### src/hdl/ftvt_pkg.sv
`default_nettype none
// ----------------------------------------------------------------------------
// ftvt_pkg
// Shared types, codes and tables of the FIX tag=value tokenizer: the item and
// result layouts, status and configuration codes, and the hot-tag lookup.
// ----------------------------------------------------------------------------
package ftvt_pkg;

  // One input item: a byte of the message line with its framing flags.
  typedef struct packed {
    logic [7:0] data_byte;
    logic       byte_present;
    logic       end_of_message;
  } in_item_t;

  // One result item: either a parsed field or the end-of-message status.
  typedef struct packed {
    logic        result_kind;
    logic [29:0] tag_number;
    logic [4:0]  hot_slot;
    logic [11:0] value_offset;
    logic [11:0] value_length;
    logic [2:0]  status_code;
    logic [11:0] prefix_length;
    logic [11:0] field_count;
    logic        last_result;
  } out_item_t;

  // Results made by one item, field first and status second.
  typedef struct packed {
    logic      fld_vld;
    logic      sts_vld;
    out_item_t fld;
    out_item_t sts;
  } push_t;

  // Result kinds.
  localparam logic KIND_FIELD  = 1'b0;
  localparam logic KIND_STATUS = 1'b1;

  // Status codes.
  localparam logic [2:0] ST_OK         = 3'd0;
  localparam logic [2:0] ST_EMPTY      = 3'd1;
  localparam logic [2:0] ST_NO_START   = 3'd2;
  localparam logic [2:0] ST_NO_EQUALS  = 3'd3;
  localparam logic [2:0] ST_BAD_TAG    = 3'd4;
  localparam logic [2:0] ST_NO_TAGS    = 3'd5;
  localparam logic [2:0] ST_NO_MSGTYPE = 3'd6;

  // Configuration register indexes.
  localparam logic CFG_FIELD_DELIMITER = 1'b0;
  localparam logic CFG_REPORT_PREFIX   = 1'b1;

  // Characters the parser looks for.
  localparam logic [7:0] CHAR_EIGHT  = 8'h38;
  localparam logic [7:0] CHAR_EQUALS = 8'h3D;
  localparam logic [7:0] CHAR_ZERO   = 8'h30;
  localparam logic [7:0] CHAR_NINE   = 8'h39;
  localparam logic [7:0] CHAR_SOH    = 8'h01;

  // MsgType tag number.
  localparam logic [29:0] TAG_MSGTYPE = 30'd35;

  // Result queue geometry.
  localparam int unsigned RQ_DEPTH = 8;
  localparam int unsigned RQ_PTR_W = $clog2(RQ_DEPTH);
  localparam int unsigned RQ_LVL_W = $clog2(RQ_DEPTH + 1);

  // Hot-tag slot of a tag number; zero for any tag outside the list.
  function automatic logic [4:0] hot_slot_of(input logic [29:0] tag);
    logic [4:0] slot;
    case (tag)
      30'd35:  slot = 5'd1;
      30'd49:  slot = 5'd2;
      30'd56:  slot = 5'd3;
      30'd34:  slot = 5'd4;
      30'd52:  slot = 5'd5;
      30'd11:  slot = 5'd6;
      30'd37:  slot = 5'd7;
      30'd17:  slot = 5'd8;
      30'd55:  slot = 5'd9;
      30'd54:  slot = 5'd10;
      30'd150: slot = 5'd11;
      30'd39:  slot = 5'd12;
      30'd44:  slot = 5'd13;
      30'd38:  slot = 5'd14;
      30'd14:  slot = 5'd15;
      30'd151: slot = 5'd16;
      30'd31:  slot = 5'd17;
      30'd32:  slot = 5'd18;
      30'd58:  slot = 5'd19;
      default: slot = 5'd0;
    endcase
    return slot;
  endfunction

endpackage
`default_nettype wire

### src/hdl/fix_tag_value_tokenizer_core.sv
`default_nettype none
// ----------------------------------------------------------------------------
// fix_tag_value_tokenizer_core
// Streaming FIX tag=value tokenizer: one message byte per input transfer,
// field and status results on the output channel.
// ----------------------------------------------------------------------------
// Usage:
// The input channel carries one byte of the line per transfer, with a flag
// for a byte being present and a flag for the last item of the line. The
// output channel carries one result per transfer: a field result for each
// tag=value pair as it closes, and a status result on the last item.
// Configuration (delimiter, prefix reporting) is written through the plain
// write port while the block is idle.
// An accepted item is registered, parsed in the next cycle, and its results
// are written into the result queue, from which the output offers them.
// One item is accepted per cycle while the input is not stalled; the limit is
// the single output transfer per cycle, so an item that yields both a field
// and a status needs two output transfers. An eight-entry result queue absorbs these bursts.
// When the receiver stalls, results wait in the queue and the input stalls
// once the queue cannot take the worst case of the items in flight.
// Reset clears the parse state and the queue, sets the delimiter to SOH and
// turns prefix reporting off.
// ----------------------------------------------------------------------------
module fix_tag_value_tokenizer_core #(
  parameter int unsigned MAX_LINE_BYTES = 4096,
  parameter int unsigned MAX_TAG_DIGITS = 9
) (
  input  wire                 clk_i,
  input  wire                 rst_ni,
  input  wire                 in_valid_i,
  output logic                in_stall_o,
  input  ftvt_pkg::in_item_t  in_data_i,
  output logic                out_valid_o,
  input  wire                 out_stall_i,
  output ftvt_pkg::out_item_t out_data_o,
  input  wire                 cfg_we_i,
  input  wire                 cfg_index_i,
  input  wire [7:0]           cfg_data_i
);
  import ftvt_pkg::*;

  logic                item_vld_q;
  in_item_t            item_q;
  logic [7:0]          delim_q;
  logic                report_q;
  push_t               push;
  logic [RQ_LVL_W-1:0] level;
  logic [RQ_LVL_W:0]   committed;
  logic                in_take;

  // Queue space already promised: filled entries plus two for a held item.
  assign committed  = {1'b0, level} + (item_vld_q ? (RQ_LVL_W + 1)'(2) : '0);
  assign in_stall_o = (committed > (RQ_LVL_W + 1)'(RQ_DEPTH - 2));
  assign in_take    = in_valid_i && !in_stall_o;

  // Input register.
  always_ff @(posedge clk_i or negedge rst_ni) begin
    if (!rst_ni) begin
      item_vld_q <= 1'b0;
    end else begin
      item_vld_q <= in_take;
    end
  end

  always_ff @(posedge clk_i) begin
    if (in_take) begin
      item_q <= in_data_i;
    end
  end

  // Configuration registers.
  always_ff @(posedge clk_i or negedge rst_ni) begin
    if (!rst_ni) begin
      delim_q  <= CHAR_SOH;
      report_q <= 1'b0;
    end else if (cfg_we_i) begin
      case (cfg_index_i)
        CFG_FIELD_DELIMITER: delim_q  <= cfg_data_i;
        CFG_REPORT_PREFIX:   report_q <= cfg_data_i[0];
        default: ;
      endcase
    end
  end

  ftvt_parser #(
    .MAX_LINE_BYTES (MAX_LINE_BYTES),
    .MAX_TAG_DIGITS (MAX_TAG_DIGITS)
  ) u_parser (
    .clk_i             (clk_i),
    .rst_ni            (rst_ni),
    .item_valid_i      (item_vld_q),
    .item_i            (item_q),
    .field_delimiter_i (delim_q),
    .report_prefix_i   (report_q),
    .push_o            (push)
  );

  ftvt_result_fifo u_result_fifo (
    .clk_i       (clk_i),
    .rst_ni      (rst_ni),
    .push_i      (push),
    .out_stall_i (out_stall_i),
    .out_valid_o (out_valid_o),
    .out_data_o  (out_data_o),
    .level_o     (level)
  );

endmodule
`default_nettype wire

### src/hdl/ftvt_parser.sv
`default_nettype none
// ----------------------------------------------------------------------------
// ftvt_parser
// Running parse state of one message line. Each registered item updates the
// state and yields up to two results: a closed field and the end-of-message
// status.
// ----------------------------------------------------------------------------
module ftvt_parser #(
  parameter int unsigned MAX_LINE_BYTES = 4096,
  parameter int unsigned MAX_TAG_DIGITS = 9
) (
  input  wire                clk_i,
  input  wire                rst_ni,
  input  wire                item_valid_i,
  input  ftvt_pkg::in_item_t item_i,
  input  wire [7:0]          field_delimiter_i,
  input  wire                report_prefix_i,
  output ftvt_pkg::push_t    push_o
);
  import ftvt_pkg::*;

  localparam int unsigned PW = $clog2(MAX_LINE_BYTES + 1);
  localparam int unsigned CW = $clog2(MAX_TAG_DIGITS + 1);

  typedef enum logic [1:0] {
    PH_SEARCH,
    PH_TAG,
    PH_VALUE,
    PH_ERROR
  } phase_e;

  phase_e         phase_q, phase_d;
  logic           prev8_q, prev8_d;
  logic [PW-1:0]  pos_q, pos_d;
  logic [29:0]    acc_q, acc_d;
  logic [CW-1:0]  cnt_q, cnt_d;
  logic           bad_q, bad_d;
  logic           has_q, has_d;
  logic [PW-1:0]  vstart_q, vstart_d;
  logic [PW-1:0]  start_q, start_d;
  logic [11:0]    pair_q, pair_d;
  logic           msg_q, msg_d;
  logic [2:0]     err_q, err_d;

  logic [7:0]     b;
  logic           take;
  logic           emit;
  logic [PW-1:0]  end_pos;
  logic [PW-1:0]  len;
  logic [2:0]     status;
  logic [32:0]    acc_x10;

  // Position values are reported modulo 4096.
  function automatic logic [11:0] to12(input logic [PW-1:0] v);
    logic [PW+11:0] w;
    w = {12'b0, v};
    return w[11:0];
  endfunction

  assign b       = item_i.data_byte;
  assign take    = item_i.byte_present && (pos_q < PW'(MAX_LINE_BYTES));
  // Times ten as two shifted copies.
  assign acc_x10 = {acc_q, 3'b000} + {2'b00, acc_q, 1'b0};

  // Next state and results of the registered item.
  always_comb begin
    phase_d  = phase_q;
    prev8_d  = prev8_q;
    pos_d    = pos_q;
    acc_d    = acc_q;
    cnt_d    = cnt_q;
    bad_d    = bad_q;
    has_d    = has_q;
    vstart_d = vstart_q;
    start_d  = start_q;
    pair_d   = pair_q;
    msg_d    = msg_q;
    err_d    = err_q;
    emit     = 1'b0;
    end_pos  = pos_q;
    len      = '0;
    status   = ST_OK;
    push_o   = '0;

    if (item_valid_i && take) begin
      pos_d = pos_q + PW'(1);
      case (phase_q)
        PH_SEARCH: begin
          if (prev8_q && (b == CHAR_EQUALS)) begin
            // The "8=" of the start also goes through the pair logic.
            start_d  = pos_q - PW'(1);
            acc_d    = '0;
            cnt_d    = '0;
            bad_d    = 1'b0;
            has_d    = 1'b0;
            vstart_d = '0;
            if (field_delimiter_i == CHAR_EIGHT) begin
              // The '8' is a delimiter, so the '=' finds an empty tag.
              phase_d = PH_ERROR;
              err_d   = ST_BAD_TAG;
            end else if (field_delimiter_i == CHAR_EQUALS) begin
              // The '=' is a delimiter closing a pair that has no '='.
              acc_d   = 30'd8;
              cnt_d   = CW'(1);
              has_d   = 1'b1;
              phase_d = PH_ERROR;
              err_d   = ST_NO_EQUALS;
            end else begin
              acc_d    = 30'd8;
              cnt_d    = CW'(1);
              has_d    = 1'b1;
              phase_d  = PH_VALUE;
              vstart_d = pos_q + PW'(1);
            end
          end else begin
            prev8_d = (b == CHAR_EIGHT);
          end
        end
        PH_TAG: begin
          if (b == field_delimiter_i) begin
            if (has_q) begin
              phase_d = PH_ERROR;
              err_d   = ST_NO_EQUALS;
            end
          end else if (b == CHAR_EQUALS) begin
            if (bad_q || (cnt_q == '0)) begin
              phase_d = PH_ERROR;
              err_d   = ST_BAD_TAG;
            end else begin
              phase_d  = PH_VALUE;
              vstart_d = pos_q + PW'(1);
            end
          end else begin
            has_d = 1'b1;
            if ((b >= CHAR_ZERO) && (b <= CHAR_NINE) && (cnt_q < CW'(MAX_TAG_DIGITS))) begin
              acc_d = acc_x10[29:0] + {26'b0, b[3:0]};
              cnt_d = cnt_q + CW'(1);
            end else begin
              bad_d = 1'b1;
            end
          end
        end
        PH_VALUE: begin
          if (b == field_delimiter_i) begin
            emit    = 1'b1;
            end_pos = pos_q;
          end
        end
        default: ;
      endcase
    end

    // A value still open at the end of the line closes there.
    if (item_valid_i && item_i.end_of_message && !emit && (phase_d == PH_VALUE)) begin
      emit    = 1'b1;
      end_pos = pos_d;
    end

    // Close the current pair into a field result.
    if (emit) begin
      len                       = end_pos - vstart_d;
      push_o.fld_vld            = 1'b1;
      push_o.fld.result_kind    = KIND_FIELD;
      push_o.fld.tag_number     = acc_d;
      push_o.fld.hot_slot       = hot_slot_of(acc_d);
      push_o.fld.value_offset   = to12(vstart_d);
      push_o.fld.value_length   = to12(len);
      if (acc_d == TAG_MSGTYPE) begin
        msg_d = (len != '0);
      end
      if (pair_d != 12'hFFF) begin
        pair_d = pair_d + 12'd1;
      end
      phase_d  = PH_TAG;
      acc_d    = '0;
      cnt_d    = '0;
      bad_d    = 1'b0;
      has_d    = 1'b0;
      vstart_d = '0;
    end

    // End of line: status result, then a fresh message.
    if (item_valid_i && item_i.end_of_message) begin
      if ((phase_d == PH_TAG) && has_d) begin
        phase_d = PH_ERROR;
        err_d   = ST_NO_EQUALS;
      end
      if (pos_d == '0) begin
        status = ST_EMPTY;
      end else if (phase_d == PH_SEARCH) begin
        status = ST_NO_START;
      end else if (phase_d == PH_ERROR) begin
        status = err_d;
      end else if (pair_d == '0) begin
        status = ST_NO_TAGS;
      end else if (!msg_d) begin
        status = ST_NO_MSGTYPE;
      end else begin
        status = ST_OK;
      end
      push_o.sts_vld             = 1'b1;
      push_o.sts.result_kind     = KIND_STATUS;
      push_o.sts.status_code     = status;
      push_o.sts.prefix_length   = (report_prefix_i && (phase_d != PH_SEARCH)) ?
                                   to12(start_d) : 12'd0;
      push_o.sts.field_count     = pair_d;
      push_o.sts.last_result     = 1'b1;

      phase_d  = PH_SEARCH;
      prev8_d  = 1'b0;
      pos_d    = '0;
      acc_d    = '0;
      cnt_d    = '0;
      bad_d    = 1'b0;
      has_d    = 1'b0;
      vstart_d = '0;
      start_d  = '0;
      pair_d   = '0;
      msg_d    = 1'b0;
      err_d    = ST_OK;
    end
  end

  // Parse state registers.
  always_ff @(posedge clk_i or negedge rst_ni) begin
    if (!rst_ni) begin
      phase_q  <= PH_SEARCH;
      prev8_q  <= 1'b0;
      pos_q    <= '0;
      acc_q    <= '0;
      cnt_q    <= '0;
      bad_q    <= 1'b0;
      has_q    <= 1'b0;
      vstart_q <= '0;
      start_q  <= '0;
      pair_q   <= '0;
      msg_q    <= 1'b0;
      err_q    <= ST_OK;
    end else begin
      phase_q  <= phase_d;
      prev8_q  <= prev8_d;
      pos_q    <= pos_d;
      acc_q    <= acc_d;
      cnt_q    <= cnt_d;
      bad_q    <= bad_d;
      has_q    <= has_d;
      vstart_q <= vstart_d;
      start_q  <= start_d;
      pair_q   <= pair_d;
      msg_q    <= msg_d;
      err_q    <= err_d;
    end
  end

`ifndef SYNTHESIS
  // A status result comes only from an end-of-message item.
  a_status_at_end : assert property (@(posedge clk_i) disable iff (!rst_ni)
    push_o.sts_vld |-> (item_valid_i && item_i.end_of_message))
    else $error("status result without end of message");

  // After a status result the next line starts from a clean state.
  a_clean_after_status : assert property (@(posedge clk_i) disable iff (!rst_ni)
    push_o.sts_vld |=> ((phase_q == PH_SEARCH) && (pos_q == '0) && (pair_q == '0)))
    else $error("message state not cleared after status");

  // A field closed mid-line leaves the parser reading the next tag.
  a_tag_after_field : assert property (@(posedge clk_i) disable iff (!rst_ni)
    (push_o.fld_vld && !push_o.sts_vld) |=> (phase_q == PH_TAG) && !has_q)
    else $error("parser not in tag phase after a field");
`endif

endmodule
`default_nettype wire

### src/hdl/ftvt_result_fifo.sv
`default_nettype none
// ----------------------------------------------------------------------------
// ftvt_result_fifo
// Result queue between the parser and the output channel. Takes up to two
// results per cycle and delivers one per transfer, oldest first.
// ----------------------------------------------------------------------------
module ftvt_result_fifo (
  input  wire                          clk_i,
  input  wire                          rst_ni,
  input  ftvt_pkg::push_t              push_i,
  input  wire                          out_stall_i,
  output logic                         out_valid_o,
  output ftvt_pkg::out_item_t          out_data_o,
  output logic [ftvt_pkg::RQ_LVL_W-1:0] level_o
);
  import ftvt_pkg::*;

  out_item_t             mem [RQ_DEPTH];
  logic [RQ_PTR_W-1:0]   wr_q, wr_d;
  logic [RQ_PTR_W-1:0]   rd_q, rd_d;
  logic [RQ_LVL_W-1:0]   level_q, level_d;
  logic [RQ_PTR_W-1:0]   sts_addr;
  logic [1:0]            n_push;
  logic                  pop;

  assign out_valid_o = (level_q != '0);
  assign out_data_o  = mem[rd_q];
  assign level_o     = level_q;
  assign pop         = out_valid_o && !out_stall_i;
  assign n_push      = {1'b0, push_i.fld_vld} + {1'b0, push_i.sts_vld};
  assign sts_addr    = push_i.fld_vld ? (wr_q + RQ_PTR_W'(1)) : wr_q;

  // Pointer and fill level updates.
  always_comb begin
    wr_d    = wr_q + RQ_PTR_W'(n_push);
    rd_d    = pop ? (rd_q + RQ_PTR_W'(1)) : rd_q;
    level_d = level_q + RQ_LVL_W'(n_push) - RQ_LVL_W'(pop);
  end

  always_ff @(posedge clk_i or negedge rst_ni) begin
    if (!rst_ni) begin
      wr_q    <= '0;
      rd_q    <= '0;
      level_q <= '0;
    end else begin
      wr_q    <= wr_d;
      rd_q    <= rd_d;
      level_q <= level_d;
    end
  end

  // Storage; the field goes ahead of the status of the same item.
  always_ff @(posedge clk_i) begin
    if (push_i.fld_vld) begin
      mem[wr_q] <= push_i.fld;
    end
    if (push_i.sts_vld) begin
      mem[sts_addr] <= push_i.sts;
    end
  end

`ifndef SYNTHESIS
  // The fill level stays within the queue depth.
  a_level_bound : assert property (@(posedge clk_i) disable iff (!rst_ni)
    level_q <= RQ_LVL_W'(RQ_DEPTH))
    else $error("result queue level beyond depth");

  // A full queue is never written.
  a_no_overflow : assert property (@(posedge clk_i) disable iff (!rst_ni)
    (level_q == RQ_LVL_W'(RQ_DEPTH)) |-> (n_push == 2'd0))
    else $error("result queue overflow");

  // A stalled result keeps its place and its contents.
  a_hold_while_stalled : assert property (@(posedge clk_i) disable iff (!rst_ni)
    (out_valid_o && out_stall_i) |=> (out_valid_o && $stable(out_data_o)))
    else $error("stalled result changed");
`endif

endmodule
`default_nettype wire

### config.mk
export PLATFORM = sky130hd
export DESIGN_NAME = fix_tag_value_tokenizer_core
export DESIGN_NICKNAME = d
export VERILOG_FILES = /design/src/hdl/ftvt_pkg.sv /design/src/hdl/fix_tag_value_tokenizer_core.sv /design/src/hdl/ftvt_parser.sv /design/src/hdl/ftvt_result_fifo.sv
export SDC_FILE = /design/constraint.sdc
export NUM_CORES = 2
export LEC_CHECK = 0
export BUFFER_PORTS_ARGS = -buffer_cell sky130_fd_sc_hd__buf_2
export CAP_MARGIN = 15
export CORE_AREA = 2 2 295 297
export DETAILED_ROUTE_END_ITERATION = 7
export DIE_AREA = 0 0 297 299
export PLACE_DENSITY = 0.7
export SLEW_MARGIN = 15
export SYNTH_ARGS = -nofsm -noshare
export SYNTH_HDL_FRONTEND = slang
export SYNTH_SLANG_ARGS = --single-unit
### constraint.sdc
create_clock -name clk_i -period 8.37 [get_ports clk_i]
set_input_delay 1.674 -clock clk_i [delete_from_list [all_inputs] [get_ports clk_i]]
set_output_delay 1.674 -clock clk_i [all_outputs]
set_load 0.005 [all_outputs]
Word level (Yosys, flattened, before mapping):

Memories as Yosys holds them, arrays and structs flattened.
Index checks and enable logic that the tools add are counted.

* register bits after elaboration: 123
* memories: 1
* memory bits (writable): 704
* output and inout bits: 90
* bits of input ports: 24

Memories
* u_result_fifo.mem: depth 8, bits a word 88, rd ports 1, clocked after memory_dff 0, wr ports 2, RTL line ftvt_result_fifo.sv:18 `out_item_t mem [RQ_DEPTH];`

* equality and inequality tests: 36
* bitwise gates (word level): 1
* multiplexer cells: 106
* $lt $le $gt $ge: 5
* reductions and logical operators: 33
* $add $sub $neg: 14

Operator list (number)
* $eq 30x6->1 const B: 13
* $mux 30: 7
* $mux 13: 12
* $mux 12: 8
* $pmux 5 s19: 1
* $eq 30x4->1 const B: 2
* $eq 30x5->1 const B: 2
* $eq 30x8->1 const B: 2
* $pmux 30 s2: 1
* $mux 59: 1
* $mux 3: 16
* $mux 1: 34
* $eq 8x6->1 const B: 4
* $mux 4: 8
* $add 30x30->30: 1
* $add 30x4->30: 1
* $mux 28: 1
* $pmux 13 s2: 1
* $mux 2: 11
* $add 13x1->13 const B: 1
* $logic_not 13->1: 1
* $lt 13x13->1 const B: 1
* $reduce_bool 13->1: 1
* $sub 13x13->13: 1
* other kinds (37): 64

Longest topological paths before layout:

* depth after elaboration: 20
* depth in mapped cells: 23

Cells and area by module:

A second synthesis with hierarchy kept.

* cells, all modules: 3726
* area, all modules: 48001.0 µm²

Modules (own cells, without submodules)
* ftvt_result_fifo: area each 37611.1 µm², cells an instance 2415, times used 1
* ftvt_parser: area each 9620.5 µm², cells an instance 1271, times used 1
* fix_tag_value_tokenizer_core: area each 769.5 µm², cells an instance 40, times used 1

Worst setup path before layout:

No wires, ideal clock.

* path type: flip-flop to flip-flop
* from: register u_parser.cnt_q[0]
* to: memory u_result_fifo.mem[0][27] (netlist name), data pin
* path slack: 3.418 ns
* data arrival time: 4.686 ns
* cell stages (with the launch flop): 23
* buffers on the path: 1
* cells stage by stage: dfrtp_1 inv_1 ha_1 nor2b_1 a21oi_2 o211ai_4 a2111oi_4 o21ai_2 buf_2 or2_2 nor2_1 xor2_1 ha_1 or3_1 o31ai_1 o21ai_0 and2_1 o41a_1 xnor2_1 and4b_1 and4_1 o31ai_4 nor2_1

RTL lines
* from (decl): RTL line ftvt_parser.sv:36 `logic [CW-1:0] cnt_q, cnt_d;`
* from (signal assigned): RTL line ftvt_parser.sv:244 `cnt_q <= cnt_d;`
* to (decl): RTL line ftvt_result_fifo.sv:18

==> impl_results.md <==
- Synthesis-to-finish area growth: 10.8%
- HPWL after DPL: 65,300 um
- Mapped Cells: 3,635
- Worst Skew: 23.7 ps
- CTS Buf Count: 85
- Critical Path Sink Type: flip-flop
- Fin cells: 4,797
- Post-CTS Hold Buffers: 0
- CTS tree: yes
- Largest net degree at the start of global routing: 99
- Vias in the first global route: 28,300
- GR Util All Layers: 24.0%
- Pwr Total: 0.0104 W
- H-tree Lvls: 3
- Die width: 297 um
- Register area: 19,300 um^2
- Most common cell in the netlist: o21ai_0
- Post-route ant nets: 0
- Top cells by count, synth: o21ai_0, nand3_1, dfxtp_1
- Req. time, crit path: 8860 ps
- Core footprint: 85,900 um^2
- Ports: 114
- Avg Vias per Cell: 6.03
- Height of the die: 299 um
- Clock sink count: 819
- Syn avg cell area: 10.5 um^2
- CP max FO: 15
- Resized cells post-CTS: 0
- Leakage: 15.5 nW
- Synth cell types: 98
- Layout fillers: 7,756
- Slew Limit Headroom: 24.3%
- RSZ-0062 raised after global routing: no
- Initial Utilization: 44.5%
- Via count: 28,900
- Slew @ Worst Pin: 1130 ps
- Seq/Total Area, Yosys: 50.5%
- Max-slew violation count: 0
- CTS max path bufs: 3
- Tcrit/Tclk final: 70.4%
- GPL Wtd Cong: 0.927
- CTS root buffer: clkbuf_16
- Grt ovf: 0
- Drt total wl: 109,000 um
- Post-synth top area cell: dfxtp_1
- Setup TNS: 0 ps
- CP arrival: 6380 ps
- DP Cell Count: 4,641
- Top_reg_cell synth: dfxtp_1
- Yosys warning total: 0
- Pwr dens: 245 nW/um^2
- Nature of the critical path startpoint: flip-flop
- CTS clock-pin slew for the worst setup and hold paths: 60 ps
- Nets: 3,686
- EDFF count, synth: 234
- Multi-input logic area: 17,600 um^2
- DP Worst Slack: 2520 ps
- Flops & latches, synth: 819
- Fraction of registers with async set/reset: 13.8%
- Fin. Hold Viols: 0
- Maxcap violations: 0
- Post-CTS Repair Setup Buffers: 0
- Min-delay worst type: flip-flop to flip-flop
- Fin crit period: 5890 ps
- IO buf count: 113
- Synth Cell Area: 38,200 um^2
- Setup ws final: 2480 ps
- Synthesized Nets: 3,748
- Initial antenna violation count: 1
- Yosys top cell area share: 24.7%
- Diode count: 0
- Worst-Skew Late Latency: 660 ps
- Initial DRC count: 2,604
- DRT Pass-1 Iters: 7
- # setup viols final: 0
- Outcome: finished, final reports clean
- Drc violations: 0
- First-pass GRT wire length: 167,000 um
- Wire length per cell: 22.7 um
- Num rows: 108
- FMAX: 170 MHz
- Die area: 88,800 um^2
- Most area-consuming cells after synthesis: dfxtp_1, edfxtp_1, mux4_2
- Share of post-route cells with drive strength above 1: 17.1%
- Critical setup path kind: flip-flop to flip-flop
- Worst vdd ir: 310 uV
[flip-flops by register name (all words and copies together) (netlist names), 2 cells and up]
name,cells
u_parser.pair_q,12
u_parser.vstart_q,13
u_parser.acc_q,30
u_parser.pos_q,13
u_result_fifo.wr_q,3
u_result_fifo.rd_q,3
item_q,10
u_parser.start_q,12
u_parser.err_q,3
u_parser.cnt_q,4
u_result_fifo.level_o,4
delim_q,8
u_parser.phase_q,2
u_result_fifo.mem,696
[cells in the final DEF (no fill, tap or decap), drive strengths merged, types with 18 or more instances in the layout]
cell type    n
a21o        18
a21oi       80
and3        29
buf        167
clkbuf     124
clkinv      21
dfrtp      112
dfxtp      472
edfxtp     234
ha          84
inv         48
mux2       101
mux4       174
nand2      127
nand3      525
nand4       20
nor2       349
nor3        31
o211ai      18
o21ai      537
o22ai       18
xnor2       63
xor2        33
[report_power, final]
group	total, W	internal [W]	switching (W)	leakage, nW
Clock	0.00379	0.00216	0.00163	1.36
Sequential	0.00447	0.00420	0.000276	7.50
Combinational	0.00213	0.000915	0.00121	6.67
[per-layer routing]
layer / routed length [um] / GRT usage, % / up-vias
met4: 3880 / 8.96 / 0
met5: 0 / 0 / -
met2: 52900 / 40.7 / 1116
li1: - / - / 13300
met1: 44900 / 31.5 / 14300
met3: 7040 / 3.19 / 220
[cell families (layout without fill, tap and decap cells)]
group | after synthesis | in the layout | share of synthesized area (%)
flops | 819 | 819 | 50.5
xor+xnor | 96 | 96 | 2.20
buf+inv | 360 | 367 | 3.68
mux | 284 | 284 | 13.5
compound gates | 799 | 799 | 12.2
simple gates | 1188 | 1188 | 14.9
fa+ha+maj | 89 | 89 | 3.01
[worst paths after layout]
path / from / endpoint / cells after the start / slack (ps)
min in group asynchronous: rst_ni / u_parser.acc_q[20]$_DFF_PN0_ / 1 / 1030
worst max-delay path: item_q[3]$_DFFE_PP_ / u_result_fifo.mem[0][26]$_DFFE_PP_ / 20 / 2480
max in group asynchronous: rst_ni / u_parser.vstart_q[7]$_DFF_PN0_ / 2 / 5960
worst max register to register: item_q[3]$_DFFE_PP_ / u_result_fifo.mem[0][26]$_DFFE_PP_ / 20 / 2480
worst min-delay path: u_result_fifo.mem[6][63]$_SDFFE_PP0P_ / u_result_fifo.mem[6][63]$_SDFFE_PP0P_ / 2 / 460
worst min register to register: u_result_fifo.mem[6][63]$_SDFFE_PP0P_ / u_result_fifo.mem[6][63]$_SDFFE_PP0P_ / 2 / 460
[area by class of cell]
cell class / instances / share of cell area [%]
clock buffers: 124 / 5.70
clock inverters: 32 / 0.940
inverters: 44 / 0.390
multi-input cells: 2456 / 41.6
flip-flops and latches: 819 / 45.6
well taps: 1155 / 3.41
repair buffers: 167 / 2.33
[critical path, stage by stage, from the launching register on]
cell	delay, ps
edfxtp_1	460
and4b_4	410
nand3_4	120
nor4_4	460
a2111oi_4	120
o21ai_2	580
nor2_1	240
xnor2_1	210
ha_1	180
inv_1	60
fa_1	480
a211oi_1	320
o21bai_1	130
a21oi_1	190
xor2_1	470
and3_1	240
nand4_1	90
and4b_1	350
and4_1	330
nor2_2	130
o22ai_1	170
[through the flow]
stage	utilization, %	area, um^2	hold slack, ps
6_report	49.3	42300	463
5_1_grt	49.3	42300	489
4_1_cts	49.3	42300	469
3_5_place_dp	46.0	39500	456
3_3_place_gp	46.0	39500	447
2_1_floorplan	-	38200	438
No activity file was read; power rests on OpenSTA's default activity.
